===== config.mk =====
export PLATFORM = sky130hd
export DESIGN_NAME = hpl_queue
export DESIGN_NICKNAME = d
export VERILOG_FILES = /design/src/sv/hpl_pkg.sv /design/src/sv/hpl_queue.sv
export SDC_FILE = /design/constraint.sdc
export NUM_CORES = 1
export LEC_CHECK = 0
export BUFFER_PORTS_ARGS = -buffer_cell sky130_fd_sc_hd__buf_4
export CAP_MARGIN = 10
export CELL_PAD_IN_SITES_DETAIL_PLACEMENT = 1
export CELL_PAD_IN_SITES_GLOBAL_PLACEMENT = 1
export CORE_ASPECT_RATIO = 1.2
export CORE_MARGIN = 2
export CORE_UTILIZATION = 40
export CTS_BUF_LIST = sky130_fd_sc_hd__clkbuf_4
export DETAILED_ROUTE_END_ITERATION = 6
export GPL_TIMING_DRIVEN = 0
export MAX_ROUTING_LAYER = met4
export PLACE_DENSITY_LB_ADDON = 0.1
export SLEW_MARGIN = 20
export SYNTH_ARGS = -nofsm -noshare
export SYNTH_HDL_FRONTEND = slang
export SYNTH_SLANG_ARGS = --single-unit

===== constraint.sdc =====
create_clock -name clk -period 6.54 [get_ports clk]
set_input_delay 0.981 -clock clk [delete_from_list [all_inputs] [get_ports clk]]
set_output_delay 0.981 -clock clk [all_outputs]
set_load 0.005 [all_outputs]

===== src/sv/hpl_pkg.sv =====
// ----------------------------------------------------------------------------
// hpl_pkg
// Types and constants of the haversine polyline length block.
// ----------------------------------------------------------------------------
`timescale 1ns / 1ps

package hpl_pkg;

  localparam int          ANG_W       = 32;
  localparam int          CW          = 34;
  localparam int          RAD_W       = 40;
  localparam int          SEG_W       = 40;
  localparam int          TOT_W       = 48;
  localparam int          QUEUE_DEPTH = 2;
  localparam logic [37:0] RECIP45     = 38'd195468733827;
  localparam logic [CW-1:0] CORDIC_GAIN = 34'd652032874;
  localparam logic [31:0] PI_Q30      = 32'd3373259426;
  localparam logic [30:0] QONE        = 31'd1073741824;
  localparam logic [RAD_W-1:0] RADIUS_RESET = 40'd417529856000;

  typedef struct packed {
    logic [ANG_W-1:0] angle_lat;
    logic [ANG_W-1:0] angle_dlat;
    logic [ANG_W-1:0] angle_dlon;
    logic             has_prev;
    logic             last;
  } queue_item_t;

  function automatic logic [CW-1:0] cordic_angle(input int idx);
    logic [CW-1:0] v;
    begin
      case (idx)
        0: v = 34'd536870912;   1: v = 34'd316933406;
        2: v = 34'd167458907;   3: v = 34'd85004756;
        4: v = 34'd42667331;    5: v = 34'd21354465;
        6: v = 34'd10679838;    7: v = 34'd5340245;
        8: v = 34'd2670163;     9: v = 34'd1335087;
        10: v = 34'd667544;     11: v = 34'd333772;
        12: v = 34'd166886;     13: v = 34'd83443;
        14: v = 34'd41722;      15: v = 34'd20861;
        16: v = 34'd10430;      17: v = 34'd5215;
        18: v = 34'd2608;       19: v = 34'd1304;
        20: v = 34'd652;        21: v = 34'd326;
        22: v = 34'd163;        23: v = 34'd81;
        24: v = 34'd41;         25: v = 34'd20;
        26: v = 34'd10;         27: v = 34'd5;
        28: v = 34'd3;          29: v = 34'd1;
        30: v = 34'd1;
        default: v = '0;
      endcase
      return v;
    end
  endfunction

endpackage


===== src/sv/hpl_queue.sv =====
// ----------------------------------------------------------------------------
// hpl_queue
// Short queue of classified points between the front and the back.
// ----------------------------------------------------------------------------
`timescale 1ns / 1ps

module hpl_queue import hpl_pkg::*; (
  input  logic        clk,
  input  logic        rst_n,
  input  logic        push,
  input  queue_item_t push_item,
  output logic        full,
  input  logic        pop,
  output logic        not_empty,
  output queue_item_t pop_item
);

  localparam int PW = $clog2(QUEUE_DEPTH);

  queue_item_t   mem_r [QUEUE_DEPTH];
  logic [PW-1:0] wr_ptr_r, rd_ptr_r;
  logic [PW:0]   count_r;

  assign full      = (count_r == (PW+1)'(QUEUE_DEPTH));
  assign not_empty = (count_r != '0);
  assign pop_item  = mem_r[rd_ptr_r];

  always_ff @(posedge clk) begin
    if (push) mem_r[wr_ptr_r] <= push_item;
  end

  always_ff @(posedge clk) begin
    if (!rst_n) begin
      wr_ptr_r <= '0;
      rd_ptr_r <= '0;
      count_r  <= '0;
    end else begin
      if (push) wr_ptr_r <= (wr_ptr_r == PW'(QUEUE_DEPTH - 1)) ? '0 : wr_ptr_r + 1'b1;
      if (pop)  rd_ptr_r <= (rd_ptr_r == PW'(QUEUE_DEPTH - 1)) ? '0 : rd_ptr_r + 1'b1;
      count_r <= count_r + (PW+1)'(push) - (PW+1)'(pop);
    end
  end

endmodule


After elaboration in Yosys (flattened, before gate mapping)
Memory sizes are Yosys's and may differ from the RTL's. A register that Yosys moved wholly into a read port is not among the register bits.
Index checks and enable logic that the tools add are counted.
{ "word_totals": {"input_bits": 102, "output_inout_bits": 100, "ff_bits": 4, "memories": 1, "mem_bits_rw": 196} }
{ "classes": {"n_reduce_logical": 1, "addsub": 4, "muxes": 6, "n_eq_ne": 1} }
{ "memory_table": {"columns": ["memory", "words", "width", "read_ports", "rd_ports_with_merged_regs", "write_ports", "line", "source"], "rows": [
  ["mem_r", 2, 98, 1, 1, 1, "hpl_queue.sv:20", "queue_item_t mem_r [QUEUE_DEPTH];"]
]} }
{ "ops": {"columns": ["op", "count"], "rows": [
  ["$mux 1", 6],
  ["$add 1x1->1 const B", 2],
  ["$add 2x1->2", 1],
  ["$eq 2x2->1 const B", 1],
  ["$reduce_bool 2->1", 1],
  ["$sub 2x1->2", 1]
]} }

Depth between registers and ports, before layout
{ "logic_depth": {"word_depth": 4, "depth_mapped": 6, "depth_no_buf": 6} }

Worst setup path before layout
No wires, ideal clock.
{ "synth_timing": {"path_type": "input-to-reg", "startpoint": "input push", "endpoint": "memory mem_r[0][0] in the netlist's numbering, enable pin", "path_stages": 1, "setup_slack_ns": 0.694, "t_arrival_ns": 5.279, "cell_sequence": "nor2b_1"} }
{ "synth_via": {"elab_chain_len": 2} }
{ "synth_rtl": {"columns": ["item", "line", "source"], "rows": [
  ["from (decl)", "hpl_queue.sv:10", "input logic push,"],
  ["$mux 1", "hpl_queue.sv:29", "if (push) mem_r[wr_ptr_r] <= push_item;"],
  ["$mux 1 (not written as such)", "hpl_queue.sv:29", null],
  ["to (decl)", "hpl_queue.sv:20", null]
]} }
No other way between the ends.

==> reports/metrics.cfg <==
[final_layout]
fin_cells = 841
fin_util = 0.548
drive_gt1_frac = 0.638
nFillCells = 1678
area.sequential_um2 = 5990
area_growth_pct = 34.7
final_net_count = 690
multi_input_area_um2 = 1310

[placed_design]
dp_hpwl_um = 10200
dp_cells = 758
port_buffers = 201
gp_congestion = 0.682

[route]
drcViolationCount = 0
routed_wl_um = 15000
vias = 3952
via_per_inst = 4.70
firstDrtPassIters = 4
ant_nets = 0
wl_per_cell_um = 17.9
drt_iter0_drc = 137

[grt]
grt_max_degree = 38
antenna_found_initial = 1
grt_use_met2 = 0.264
track_usage = 0.157
grt_use_met1 = 0.173
grt_pass1_wl_um = 22900
grt_use_met3 = 0.0583
grt_remaining_overflow = 0
grt-busiest-layer = met2
grt_pass1_vias = 4423

[sta]
worst_pin_slew_ns = 0.492
setup_viol = 0
finalHoldViolations = 0
setup_tns_ns = 0
fin_skew_ns = 0.0108
max-slew-margin-rel = 0.671
rsz0062_at_grt = no
fmax_mhz = 348
period_needed_ns = 2.88
finalMaxSlewViolations = 0
finalCritPeriodShare = 0.440

[run]
maxCapViolCount = 0

[clock_tree]
root_buffer = clkbuf_4
ctsHoldBuffers = 0
htreeDepth = 2
cts_resized = 0
cts_setup_buffers = 0
clkTransAtPathRegs_ns = 0.07
ctsLongestPathBuffers = 3
insertion_delay_ns = 0.61
cts.sinks = 201
cts_buffers = 50
cts_tree = yes

[floorplanning]
core-area_um2 = 18100
fp.dieW_um = 128
start_util = 0.407
die-area_um2 = 19500
num_rows = 54
die_h_um = 153
ios = 202

[setup_path]
crit_family = buffers and inverters
start_kind = flop
cp_common_cell = buf_6
crit_fanout = 10
crit_type = flop to output port
critical_path_buf_inv_count = 4
cp_slowest_cell = dfxtp_1
crit_path_end_kind = output port
slowest_delay_ns = 0.32
cp.required_ns = 5.56
worstPathArrival_ns = 1.89
path_cells = buf_6, buf_6, buf_6, mux2_4, buf_4

[synthesis]
syn_area_per_cell_um2 = 22.6
ys_seq_elements = 201
syn_nets = 430
synth.area.top_cells = edfxtp_1 (80%), mux2_2 (12%), mux2_4 (4.1%)
syn_area_um2 = 7370
yosysTopAreaCell = edfxtp_1
netlist_instances = 326
ys_warn_count = 0
ys_types = 14
synth_top_cell_area_share = 0.798
ys_seq_area_frac = 0.812

[status]
status = complete, no violations

[pwr]
irDropWorstVdd_mv = 0.160
power_density_nw_per_um2 = 284
leakage_nw = 3.85

[hold_path]
hp-class = input pin to flop

==> worst paths after layout <==
check / cells after the start / end / start / slack, ns
max reg2reg: 4 / mem_r[0][43] / wr_ptr_r / 4.87
max: 5 / pop_item[73] / flop / 3.66
min: 1 / mem_r[1][27] / push_item[27] / 0.55
min reg2reg: 2 / rd_ptr_r / rd_ptr_r / 0.62
==> state kept, by name, indices dropped and copies added (netlist names), named ones only <==
signal	count
rd_ptr_r	1
wr_ptr_r	1
count_r	2
mem_r	196
==> Yosys cell counts (all sizes together) <==
cell    count
edfxtp    196
mux2       98
buf        11
dfxtp       5
and2        4
nor2b       4
ha          2
inv         2
o21a        1
or2         1
xnor3       1
xor2        1
==> stage by stage <==
| stage | area [µm²] | total power, mW | hold slack [ns] | setup slack [ns] |
|---|---|---|---|---|
| floorplan | 7370 | 1.69 | 0.555 | 0.694 |
| global placement | 9160 | 1.88 | 0.567 | -2.16 |
| detailed placement | 9350 | 1.90 | 0.627 | 4.06 |
| CTS | 9930 | 2.88 | 0.474 | 3.58 |
| global route | 9930 | 2.96 | 0.463 | 3.54 |
| finish | 9930 | 2.82 | 0.547 | 3.66 |
==> power breakdown <==
| part | internal, mW | switching [mW] |
|---|---|---|
| clock | 0.499 | 0.463 |
| sequential | 1.49 | 0.0164 |
| combinational | 0.215 | 0.139 |
| total | 2.20 | 0.618 |
==> placed cells by master (no fill, tap or decap) <==
cell and count:
buf_4 201, mux2_2 78, buf_12 2, inv_2 1, clkinv_1 9, nor2b_4 1
edfxtp_1 196, dfxtp_1 5, xnor3_1 1, ha_1 2, buf_16 5, and2_4 1
diode_2 1, and2_1 3, inv_1 2, xor2_1 1, or2_2 1, nor2b_1 3
clkbuf_4 72, buf_2 7, buf_6 4, o21a_1 1, mux2_4 20
==> metal layers <==
metal / wire, µm / share of wire
met1: 5670 / 0.38
met2: 7950 / 0.53
met3: 1150 / 0.076
met4: 261 / 0.017
met5: 0 / 0
==> kinds of logic (layout without fill, tap and decap cells) <==
logic type,Yosys count,after routing,synth area share
buffers and inverters,13,303,0.0119
XOR/XNOR,2,2,0.00424
multiplexers,98,98,0.160
AO/OA/AOI/OAI,1,1,0.00102
flip-flops,201,201,0.812
AND/OR/NAND/NOR,9,9,0.00764
other,0,1,0
adder cells (fa/ha/maj),2,2,0.00339
==> final cells by class <==
type,count,share of cell area
antenna,1,0.000252
buffer,11,0.00806
tap,224,0.0282
clock inverter,10,0.00378
sequential,201,0.603
multi-input combinational,112,0.132
timing repair buffer,208,0.170
clock buffer,72,0.0544
inverter,2,0.000756
No activity file was read; power rests on OpenSTA's default activity.
