--- src/sv/hpl_pkg.sv ---
// ----------------------------------------------------------------------------
// hpl_pkg
// Types and constants of the haversine polyline length block.
// ----------------------------------------------------------------------------
`timescale 1ns / 1ps

package hpl_pkg;

  localparam int          ANG_W       = 32;
  localparam int          CW          = 34;
  localparam int          RAD_W       = 40;
  localparam int          SEG_W       = 40;
  localparam int          TOT_W       = 48;
  localparam int          QUEUE_DEPTH = 2;
  localparam logic [37:0] RECIP45     = 38'd195468733827;
  localparam logic [CW-1:0] CORDIC_GAIN = 34'd652032874;
  localparam logic [31:0] PI_Q30      = 32'd3373259426;
  localparam logic [30:0] QONE        = 31'd1073741824;
  localparam logic [RAD_W-1:0] RADIUS_RESET = 40'd417529856000;

  typedef struct packed {
    logic [ANG_W-1:0] angle_lat;
    logic [ANG_W-1:0] angle_dlat;
    logic [ANG_W-1:0] angle_dlon;
    logic             has_prev;
    logic             last;
  } queue_item_t;

  function automatic logic [CW-1:0] cordic_angle(input int idx);
    logic [CW-1:0] v;
    begin
      case (idx)
        0: v = 34'd536870912;   1: v = 34'd316933406;
        2: v = 34'd167458907;   3: v = 34'd85004756;
        4: v = 34'd42667331;    5: v = 34'd21354465;
        6: v = 34'd10679838;    7: v = 34'd5340245;
        8: v = 34'd2670163;     9: v = 34'd1335087;
        10: v = 34'd667544;     11: v = 34'd333772;
        12: v = 34'd166886;     13: v = 34'd83443;
        14: v = 34'd41722;      15: v = 34'd20861;
        16: v = 34'd10430;      17: v = 34'd5215;
        18: v = 34'd2608;       19: v = 34'd1304;
        20: v = 34'd652;        21: v = 34'd326;
        22: v = 34'd163;        23: v = 34'd81;
        24: v = 34'd41;         25: v = 34'd20;
        26: v = 34'd10;         27: v = 34'd5;
        28: v = 34'd3;          29: v = 34'd1;
        30: v = 34'd1;
        default: v = '0;
      endcase
      return v;
    end
  endfunction

endpackage

--- src/sv/hpl_front.sv ---
// ----------------------------------------------------------------------------
// hpl_front
// Accepts points, keeps the previous point and turns degrees into binary
// angles by reciprocal multiplication with 1/45 on one shared multiplier.
// ----------------------------------------------------------------------------
`timescale 1ns / 1ps

module hpl_front import hpl_pkg::*; (
  input  logic               clk,
  input  logic               rst_n,
  input  logic               in_valid,
  output logic               in_ready,
  input  logic signed [30:0] in_latitude,
  input  logic signed [31:0] in_longitude,
  input  logic               in_last_point,
  output logic               push,
  input  logic               queue_full,
  output queue_item_t        push_item
);

  typedef enum logic [1:0] {F_IDLE, F_DIV, F_PUSH} fstate_t;

  fstate_t            state_r;
  logic signed [30:0] prev_lat_r;
  logic signed [31:0] prev_lon_r;
  logic               have_prev_r;
  logic               has_prev_r;
  logic               last_r;
  logic [1:0]         sel_r;
  logic               half_r;
  logic [31:0]        mag_r [3];
  logic               neg_r [3];
  logic [50:0]        lo_r;
  logic [ANG_W-1:0]   quo_r [3];

  logic signed [32:0] dif [3];
  logic [31:0]        mul_a;
  logic [18:0]        mul_b;
  logic [50:0]        prod;
  logic [69:0]        sum;
  logic [ANG_W-1:0]   quo;
  logic [ANG_W-1:0]   ang [3];

  assign in_ready = (state_r == F_IDLE);
  assign push     = (state_r == F_PUSH) && !queue_full;

  always_comb begin
    dif[0] = 33'(in_latitude);
    dif[1] = 33'(in_latitude) - 33'(prev_lat_r);
    dif[2] = 33'(in_longitude) - 33'(prev_lon_r);
    case (sel_r)
      2'd0:    mul_a = mag_r[0];
      2'd1:    mul_a = mag_r[1];
      default: mul_a = mag_r[2];
    endcase
    mul_b = half_r ? RECIP45[37:19] : RECIP45[18:0];
    prod  = 51'(mul_a) * 51'(mul_b);
    sum   = {prod, 19'b0} + 70'(lo_r);
    quo   = (sel_r == 2'd0) ? sum[68:37] : sum[69:38];
    for (int k = 0; k < 3; k++) begin
      ang[k] = neg_r[k] ? (ANG_W'(0) - quo_r[k]) : quo_r[k];
    end
    push_item.angle_lat  = ang[0];
    push_item.angle_dlat = ang[1];
    push_item.angle_dlon = ang[2];
    push_item.has_prev   = has_prev_r;
    push_item.last       = last_r;
  end

  always_ff @(posedge clk) begin
    if (!rst_n) begin
      state_r     <= F_IDLE;
      have_prev_r <= 1'b0;
      prev_lat_r  <= '0;
      prev_lon_r  <= '0;
    end else begin
      unique case (state_r)
        F_IDLE: begin
          if (in_valid) begin
            for (int k = 0; k < 3; k++) begin
              neg_r[k] <= dif[k][32];
              mag_r[k] <= dif[k][32] ? 32'(-dif[k]) : dif[k][31:0];
            end
            has_prev_r  <= have_prev_r;
            last_r      <= in_last_point;
            have_prev_r <= !in_last_point;
            prev_lat_r  <= in_latitude;
            prev_lon_r  <= in_longitude;
            sel_r       <= 2'd0;
            half_r      <= 1'b0;
            state_r     <= F_DIV;
          end
        end
        F_DIV: begin
          half_r <= !half_r;
          if (!half_r) begin
            lo_r <= prod;
          end else begin
            case (sel_r)
              2'd0:    quo_r[0] <= quo;
              2'd1:    quo_r[1] <= quo;
              default: quo_r[2] <= quo;
            endcase
            if (sel_r == 2'd2) state_r <= F_PUSH;
            else               sel_r   <= sel_r + 2'd1;
          end
        end
        F_PUSH: begin
          if (!queue_full) state_r <= F_IDLE;
        end
        default: state_r <= F_IDLE;
      endcase
    end
  end

endmodule

--- config.mk ---
export PLATFORM = sky130hd
export DESIGN_NAME = hpl_front
export DESIGN_NICKNAME = d
export VERILOG_FILES = /design/src/sv/hpl_pkg.sv /design/src/sv/hpl_front.sv
export SDC_FILE = /design/constraint.sdc
export NUM_CORES = 2
export LEC_CHECK = 0
export ABC_CLOCK_PERIOD_IN_PS = 13670
export BUFFER_PORTS_ARGS = -buffer_cell sky130_fd_sc_hd__buf_2
export CORE_ASPECT_RATIO = 1.75
export CORE_MARGIN = 4
export CORE_UTILIZATION = 64
export DETAILED_ROUTE_END_ITERATION = 10
export MAX_ROUTING_LAYER = met4
export PLACE_DENSITY = 0.83
export SKIP_CTS_REPAIR_TIMING = 1
export SLEW_MARGIN = 20
export SYNTH_ARGS = -nofsm -noshare
export SYNTH_HDL_FRONTEND = slang
export SYNTH_SLANG_ARGS = --single-unit
export TNS_END_PERCENT = 100
--- constraint.sdc ---
create_clock -name clk -period 13.67 [get_ports clk]
set_clock_uncertainty 0.15 [all_clocks]
set_input_delay 2.0505 -clock clk [delete_from_list [all_inputs] [get_ports clk]]
set_output_delay 2.0505 -clock clk [all_outputs]
set_load 0.05 [all_outputs]
### Word level (Yosys, flattened, before mapping)

Memories as Yosys holds them, arrays and structs flattened.
Cells that the tools add are included.

| cells by class | value |
|---|---|
| muxes and demuxes | 45 |
| $mul | 1 |
| bitwise operators | 1 |
| $add $sub $neg | 10 |
| reductions and logical operators | 16 |
| equal/unequal tests | 9 |

Operators by type and width:

| operator | number |
|---|---|
| two-way mux 32 bit | 9 |
| subtractor 1 x 32 -> 32 bit (first input constant) | 3 |
| adder 70 x 51 -> 70 bit | 1 |
| negation 32 bit | 2 |
| case mux 32 bit (2 select lines) | 1 |
| OR reduction 32 bit | 2 |
| multiplier 32 x 19 -> 51 bit | 1 |
| subtractor 32 x 32 -> 33 bit | 1 |
| negation 31 -> 32 bit | 1 |
| subtractor 31 x 31 -> 32 bit | 1 |
| two-way mux 1 bit | 22 |
| two-way mux 19 bit | 1 |
| two-way mux 2 bit | 9 |
| inequality test 2 bit (second input constant) | 5 |
| AND reduction 3 bit | 3 |
| case mux 2 bit (3 select lines) | 1 |
| AND reduction 5 bit | 1 |
| equality test 2 x 1 -> 1 bit (second input constant) | 2 |
| equality test 2 bit (second input constant) | 2 |
| logical NOT 2 bit | 2 |
| case mux 2 bit (2 select lines) | 1 |
| AND reduction 4 bit | 1 |
| logical NOT 1 bit | 3 |
| adder 2 x 1 -> 2 bit (second input constant) | 1 |
| other kinds (6) | 6 |

| storage, ports and cells | value |
|---|---|
| bits of input ports | 68 |
| word-level logic and storage cells | 94 |
| register bits after elaboration | 122 |
| output and inout bits | 100 |
| RAM bits | 195 |
| memories kept | 3 |

Memories:

| memory | words | bits a word | read ports | clocked after Yosys merged registers in | write ports | line | RTL |
|---|---|---|---|---|---|---|---|
| mag_r | 3 | 32 | 3 | 0 | 3 | hpl_front.sv:31 | `logic [31:0] mag_r [3];` |
| quo_r | 3 | 32 | 3 | 0 | 1 | hpl_front.sv:34 | `logic [ANG_W-1:0] quo_r [3];` |
| neg_r | 3 | 1 | 3 | 0 | 3 | hpl_front.sv:32 | `logic neg_r [3];` |

### Depth between registers and ports, before layout

| depth | value |
|---|---|
| depth after elaboration | 9 |
| gate-level depth with buffers | 43 |
| depth with buffers taken out | 39 |

### Worst setup path before layout

No wires, ideal clock.

| timing path | value |
|---|---|
| kind | register -> register |
| from | register sel_r[0] |
| to | memory quo_r[0][28] (data pin) |
| library setup time | 168 ps |
| path slack | 3,625 ps |
| data required time | 13,352 ps |
| period minus slack after synthesis | 10,045 ps |
| cell stages (with the launch flop) | 43 |
| path buffers | 4 |
| arrival | 9,727 ps |
| cell sequence | edfxtp_1 > ha_1 > clkbuf_1 > nor2_1 > clkbuf_1 > buf_1 > nand2_1 > nand2_1 > nand2_1 > inv_1 > ha_1 > xor2_1 > ha_1 > inv_1 > fa_1 > inv_1 > fa_1 > inv_1 > (+7 left out) > o21ai_0 > a31oi_1 > o21ai_0 > a31oi_1 > xnor2_1 > ha_1 > and4_1 > nand3_1 > or3b_2 > o22a_1 > o21bai_1 > a221oi_1 > nor4_4 > and4_1 > clkbuf_1 > and3_1 > mux2_2 > a21oi_1 |

| on the way | value |
|---|---|
| elaborated cells between the ends (all ways) | 15 |
| those cells by class | 1 x add/sub; 1 x mul; 1 x eq/ne; 9 x mux; 3 x reduce/logical |

RTL lines:

| element | line | RTL |
|---|---|---|
| start, declared | hpl_front.sv:29 | `logic [1:0] sel_r;` |
| start signal, assigned | hpl_front.sv:105 | `else sel_r <= sel_r + 2'd1;` |
| equality test 2 x 1 -> 1 bit / logical NOT 2 bit (equally long branches) | hpl_front.sv:51 | `case (sel_r)` |
| case mux 32 bit (2 select lines) * | hpl_front.sv:51 |  |
| multiplier 32 x 19 -> 51 bit * | hpl_front.sv:57 | `prod = 51'(mul_a) * 51'(mul_b);` |
| via prod[20] | hpl_front.sv:39 | `logic [50:0] prod;` |
| adder 70 x 51 -> 70 bit * | hpl_front.sv:58 | `sum = {prod, 19'b0} + 70'(lo_r);` |
| two-way mux 32 bit * | hpl_front.sv:59 | `quo = (sel_r == 2'd0) ? sum[68:37] : sum[69:38];` |
| via quo[28] | hpl_front.sv:41 | `logic [ANG_W-1:0] quo;` |
| two-way mux 32 bit (no source line) | n/a |  |
| two-way mux 32 bit (no source line) * | n/a |  |
| end, declared | hpl_front.sv:34 |  |

The timed path passes the listed nets; every way through them passes the cells marked *.

### Final worst setup path

| timing path | value |
|---|---|
| from | register sel_r[1] |
| to | memory quo_r[2][27] (netlist: quo_r[0][91]) (data pin) |

Same word-level chain as after synthesis.

==> report_table.html <==
<table>
<tr><th>Metric</th><th>Value</th></tr>
<tr><th colspan="2">Logic synthesis</th></tr>
<tr><td>Gate Count Post-Synth</td><td>between 3000 and 4000</td></tr>
<tr><td>Main combinational cell family by area after synthesis</td><td>adder cells</td></tr>
<tr><td>Most instantiated flip-flop cell in the synthesis netlist</td><td>edfxtp_1</td></tr>
<tr><td>Share of the synthesized area in the top cell type</td><td>about a fifth</td></tr>
<tr><td>Unique cell type count in the Yosys netlist</td><td>100</td></tr>
<tr><td>Area fraction in compound gates after synthesis</td><td>between 10% and 20%</td></tr>
<tr><td>Largest cells by area after synthesis</td><td>edfxtp_1 (20%), fa_1 (17%), ha_1 (13%)</td></tr>
<tr><td>Share of synthesized registers carrying an async set or reset</td><td>0%</td></tr>
<tr><td>Proportion of synthesized area in mux cells</td><td>less than 1%</td></tr>
<tr><td>Mapped Avg Cell Area</td><td>just over 9 um2</td></tr>
<tr><td>Synthesis Warnings</td><td>0</td></tr>
<tr><td>Sequential share of the synthesized area</td><td>24.0%</td></tr>
<tr><td>Fraction of the mapped netlist area in adder cells</td><td>between 30% and 40%</td></tr>
<tr><td>Flip-flop and latch count after synthesis</td><td>298</td></tr>
<tr><td>Synth Net Count</td><td>~4500</td></tr>
<tr><td>Dominant cell type by area after synthesis</td><td>edfxtp_1</td></tr>
<tr><td>Post-synthesis xor/xnor area fraction</td><td>~8.2%</td></tr>
<tr><td>Number of enable flip-flop cells after synthesis</td><td>approximately 230</td></tr>
<tr><td>Syn Std Cell Area</td><td>~34000 um2</td></tr>
<tr><td>Simple-gate share of the synthesized area</td><td>between 10% and 20%</td></tr>
<tr><th colspan="2">STA</th></tr>
<tr><td>Transition time at the pin with the least slew margin</td><td>around 1100 ps</td></tr>
<tr><td>Minimum clock period after layout</td><td>11300 ps</td></tr>
<tr><td>Upper clock frequency limit</td><td>slightly below 90 MHz</td></tr>
<tr><td>Final sum of negative setup slack</td><td>0 ps</td></tr>
<tr><td>Final clock period utilization by the worst path</td><td>between 80 and 90%</td></tr>
<tr><td>Worst slew margin relative to its limit</td><td>between 20% and 30%</td></tr>
<tr><td>RSZ-0062 raised after global routing</td><td>false</td></tr>
<tr><td>Number of pins exceeding their max-slew limit in the final report</td><td>0</td></tr>
<tr><td>Final setup violation count</td><td>0</td></tr>
<tr><td>Number of hold-slack violations in the final timing report</td><td>0</td></tr>
<tr><th colspan="2">Layout</th></tr>
<tr><td>Commonest non-fill, non-tap cells in the layout</td><td>inv_1 (650), ha_1 (357), nand2_1 (352)</td></tr>
<tr><td># diodes</td><td>0</td></tr>
<tr><td>Layout Area Growth over Synthesis</td><td>6.85%</td></tr>
<tr><td>Area taken by multi-input logic gates</td><td>23300 um2</td></tr>
<tr><td>Count of fill cells added during filler insertion</td><td>approximately 4200</td></tr>
<tr><td>Most common library cell in the layout ignoring fill and taps</td><td>inv_1</td></tr>
<tr><td>Layout net count</td><td>about 4600</td></tr>
<tr><td>FF/Latch Area</td><td>between 8000 and 9000 um2</td></tr>
<tr><td>Fraction of layout instances using a drive strength above 1</td><td>7.92%</td></tr>
<tr><th colspan="2">Die</th></tr>
<tr><td>Die footprint</td><td>between 50000 and 60000 um2</td></tr>
<tr><td>Standard cell core area</td><td>53400 um2</td></tr>
<tr><td>DIE HEIGHT</td><td>approximately 320 um</td></tr>
<tr><td>Count of pins on the block boundary</td><td>between 150 and 200</td></tr>
<tr><td>Rows</td><td>about 110</td></tr>
<tr><td>Initial Utilization</td><td>64.6%</td></tr>
<tr><td>DIE WIDTH</td><td>184 um</td></tr>
<tr><th colspan="2">Route</th></tr>
<tr><td>Average vias per placed instance</td><td>5.96</td></tr>
<tr><td>Router iterations before antenna repair</td><td>5</td></tr>
<tr><td>Routed wirelength normalized by instance count</td><td>approximately 20 um</td></tr>
<tr><td>Via count of the routed design</td><td>27314</td></tr>
<tr><td>Detailed router's first-iteration violation count</td><td>about 1500</td></tr>
<tr><td>Final antenna-violating net count</td><td>0</td></tr>
<tr><td>DRC violations left</td><td>0</td></tr>
<tr><td>Total routed wirelength</td><td>91200 um</td></tr>
<tr><th colspan="2">Placement</th></tr>
<tr><td>Number of I/O port buffers</td><td>between 150 and 200</td></tr>
<tr><td>Placer congestion estimate</td><td>between 1 and 1.5</td></tr>
<tr><td>DP Wirelength</td><td>approximately 76000 um</td></tr>
<tr><th colspan="2">Clock tree</th></tr>
<tr><td>CTS H-Tree Depth</td><td>1</td></tr>
<tr><td>Number of clock buffers inserted by TritonCTS</td><td>29</td></tr>
<tr><td>Later-pin clock latency in the skew report</td><td>about 600 ps</td></tr>
<tr><td>Number of clock sinks</td><td>around 300</td></tr>
<tr><td>Clock Root Buffer</td><td>clkbuf_16</td></tr>
<tr><td>Clk pin slew, worst setup/hold paths</td><td>70 ps</td></tr>
<tr><td>CTS tree</td><td>yes</td></tr>
<tr><td>Clock buffer depth</td><td>3</td></tr>
<tr><th colspan="2">GRT</th></tr>
<tr><td>Wire length of the first global-routing pass</td><td>around 140000 um</td></tr>
<tr><td>Vias in the first global route</td><td>28824</td></tr>
<tr><td>Initial antenna violation count</td><td>0</td></tr>
<tr><td>Residual overflow from global routing</td><td>0</td></tr>
<tr><td>Total routing usage reported by global routing</td><td>around a third</td></tr>
<tr><td>Pin count of the biggest net entering global routing</td><td>76</td></tr>
<tr><th colspan="2">Critical path</th></tr>
<tr><td>Highest-delay cell along the critical path</td><td>a31oi_1</td></tr>
<tr><td>Crit end category</td><td>register</td></tr>
<tr><td>Arrival time at the worst endpoint</td><td>11530 ps</td></tr>
<tr><td>CP dominant cell by count</td><td>inv_1</td></tr>
<tr><td>Endpoint required time on the critical path</td><td>13900 ps</td></tr>
<tr><td>Kind of critical path</td><td>register to register</td></tr>
<tr><td>Maximum cell stage delay along the critical path</td><td>between 500 and 600 ps</td></tr>
<tr><td>Slack of the worst reg-to-reg path</td><td>roughly 2400 ps</td></tr>
<tr><td>Type of element launching the critical path</td><td>register</td></tr>
<tr><td>Largest fanout of any net on the critical path</td><td>36</td></tr>
<tr><th colspan="2">Job</th></tr>
<tr><td>Max Cap Violations</td><td>0</td></tr>
<tr><th colspan="2">Min path</th></tr>
<tr><td>Worst min path class</td><td>register to register</td></tr>
<tr><th colspan="2">Outcome</th></tr>
<tr><td>Result of the run</td><td>finished, final reports clean</td></tr>
</table>
-- cell families after synthesis --
logic type               count (synthesis)
buffers and inverters                  782
AND/OR/NAND/NOR                        938
AO/OA/AOI/OAI                          778
flip-flops                             298
multiplexers                            10
adder cells (fa/ha/maj)                658
other                                    2
XOR/XNOR                               324
-- routing by layer --
layer	global-route usage (%)	wire [um]	up-vias
met5	-	0	-
met4	25.5	9210	0
met3	2.74	3810	395
met2	59.2	48200	901
met1	30.5	30000	13026
li1	-	-	12992
-- through the flow --
stage | worst slack [ps] | cells | instance area (um2) | util (%) | hold WS (ps)
detailed placement | 2440 | 4528 | 35800 | 67.1 | 289
floorplan | 3620 | 3790 | 34500 | - | 259
CTS | 2420 | 4582 | 36800 | 69.0 | 304
global route | 1730 | 4584 | 36900 | 69.0 | 320
finish | 2370 | 4584 | 36900 | 69.0 | 308
global placement | 2760 | 4528 | 35800 | 67.1 | 283
-- worst paths after layout --
path	to	startpoint	cells past startpoint
worst max-delay path	quo_r[0][91]	sel_r[1]	41
worst max register to register	quo_r[0][91]	sel_r[1]	41
worst min-delay path	has_prev_r	have_prev_r	0
worst min register to register	has_prev_r	have_prev_r	0
-- critical path: cells and delay by family, from the launching register on --
family / cells / cell delay [ps]
compound gates: 10 / 2730
fa+ha+maj: 9 / 3540
xor+xnor: 2 / 350
flops: 1 / 390
simple gates: 12 / 2930
buf+inv: 8 / 980
-- area by class of cell --
type	instances	area share (%)
multi-input cells	2710	63.1
clock inverters	20	0.699
well taps	684	2.32
inverters	652	6.64
repair buffers	186	2.68
flip-flops and latches	298	22.5
clock buffers	34	2.05
-- flip-flops by register name, indices dropped and copies added (netlist names) --
register	flops
half_r	1
has_prev_r	1
have_prev_r	1
last_r	1
lo_r	32
mag_r	96
neg_r	3
prev_lat_r	31
prev_lon_r	32
quo_r	96
sel_r	2
state_r	2
-- cell usage after synthesis (all sizes together), types with 6 or more instances --
| cell | instances |
|---|---|
| or3 | 30 |
| o31ai | 52 |
| fa | 300 |
| nand2b | 23 |
| ha | 358 |
| a21o | 63 |
| a22o | 31 |
| nor4 | 24 |
| dfxtp | 66 |
| mux2i | 6 |
| a21boi | 73 |
| o21a | 27 |
| and4 | 11 |
| nor3 | 46 |
| nand3 | 48 |
| and3 | 23 |
| or4 | 33 |
| nand2 | 354 |
| a21oi | 171 |
| inv | 651 |
| xnor2 | 253 |
| a211oi | 28 |
| edfxtp | 232 |
| o21ai | 166 |
| o211ai | 15 |
| nor2 | 187 |
| nand4 | 36 |
| nor3b | 9 |
| a31oi | 30 |
| clkbuf | 100 |
| xor2 | 71 |
| a221oi | 11 |
| o21bai | 24 |
| and2 | 39 |
| nor2b | 23 |
| or2 | 32 |
| a311oi | 12 |
| a22oi | 8 |
| o41ai | 17 |
| buf | 30 |
| a2111oi | 6 |
Power is left out: the tool's default activity adds up to more than one toggle a clock period on the data nets, which glitch-free logic cannot reach.
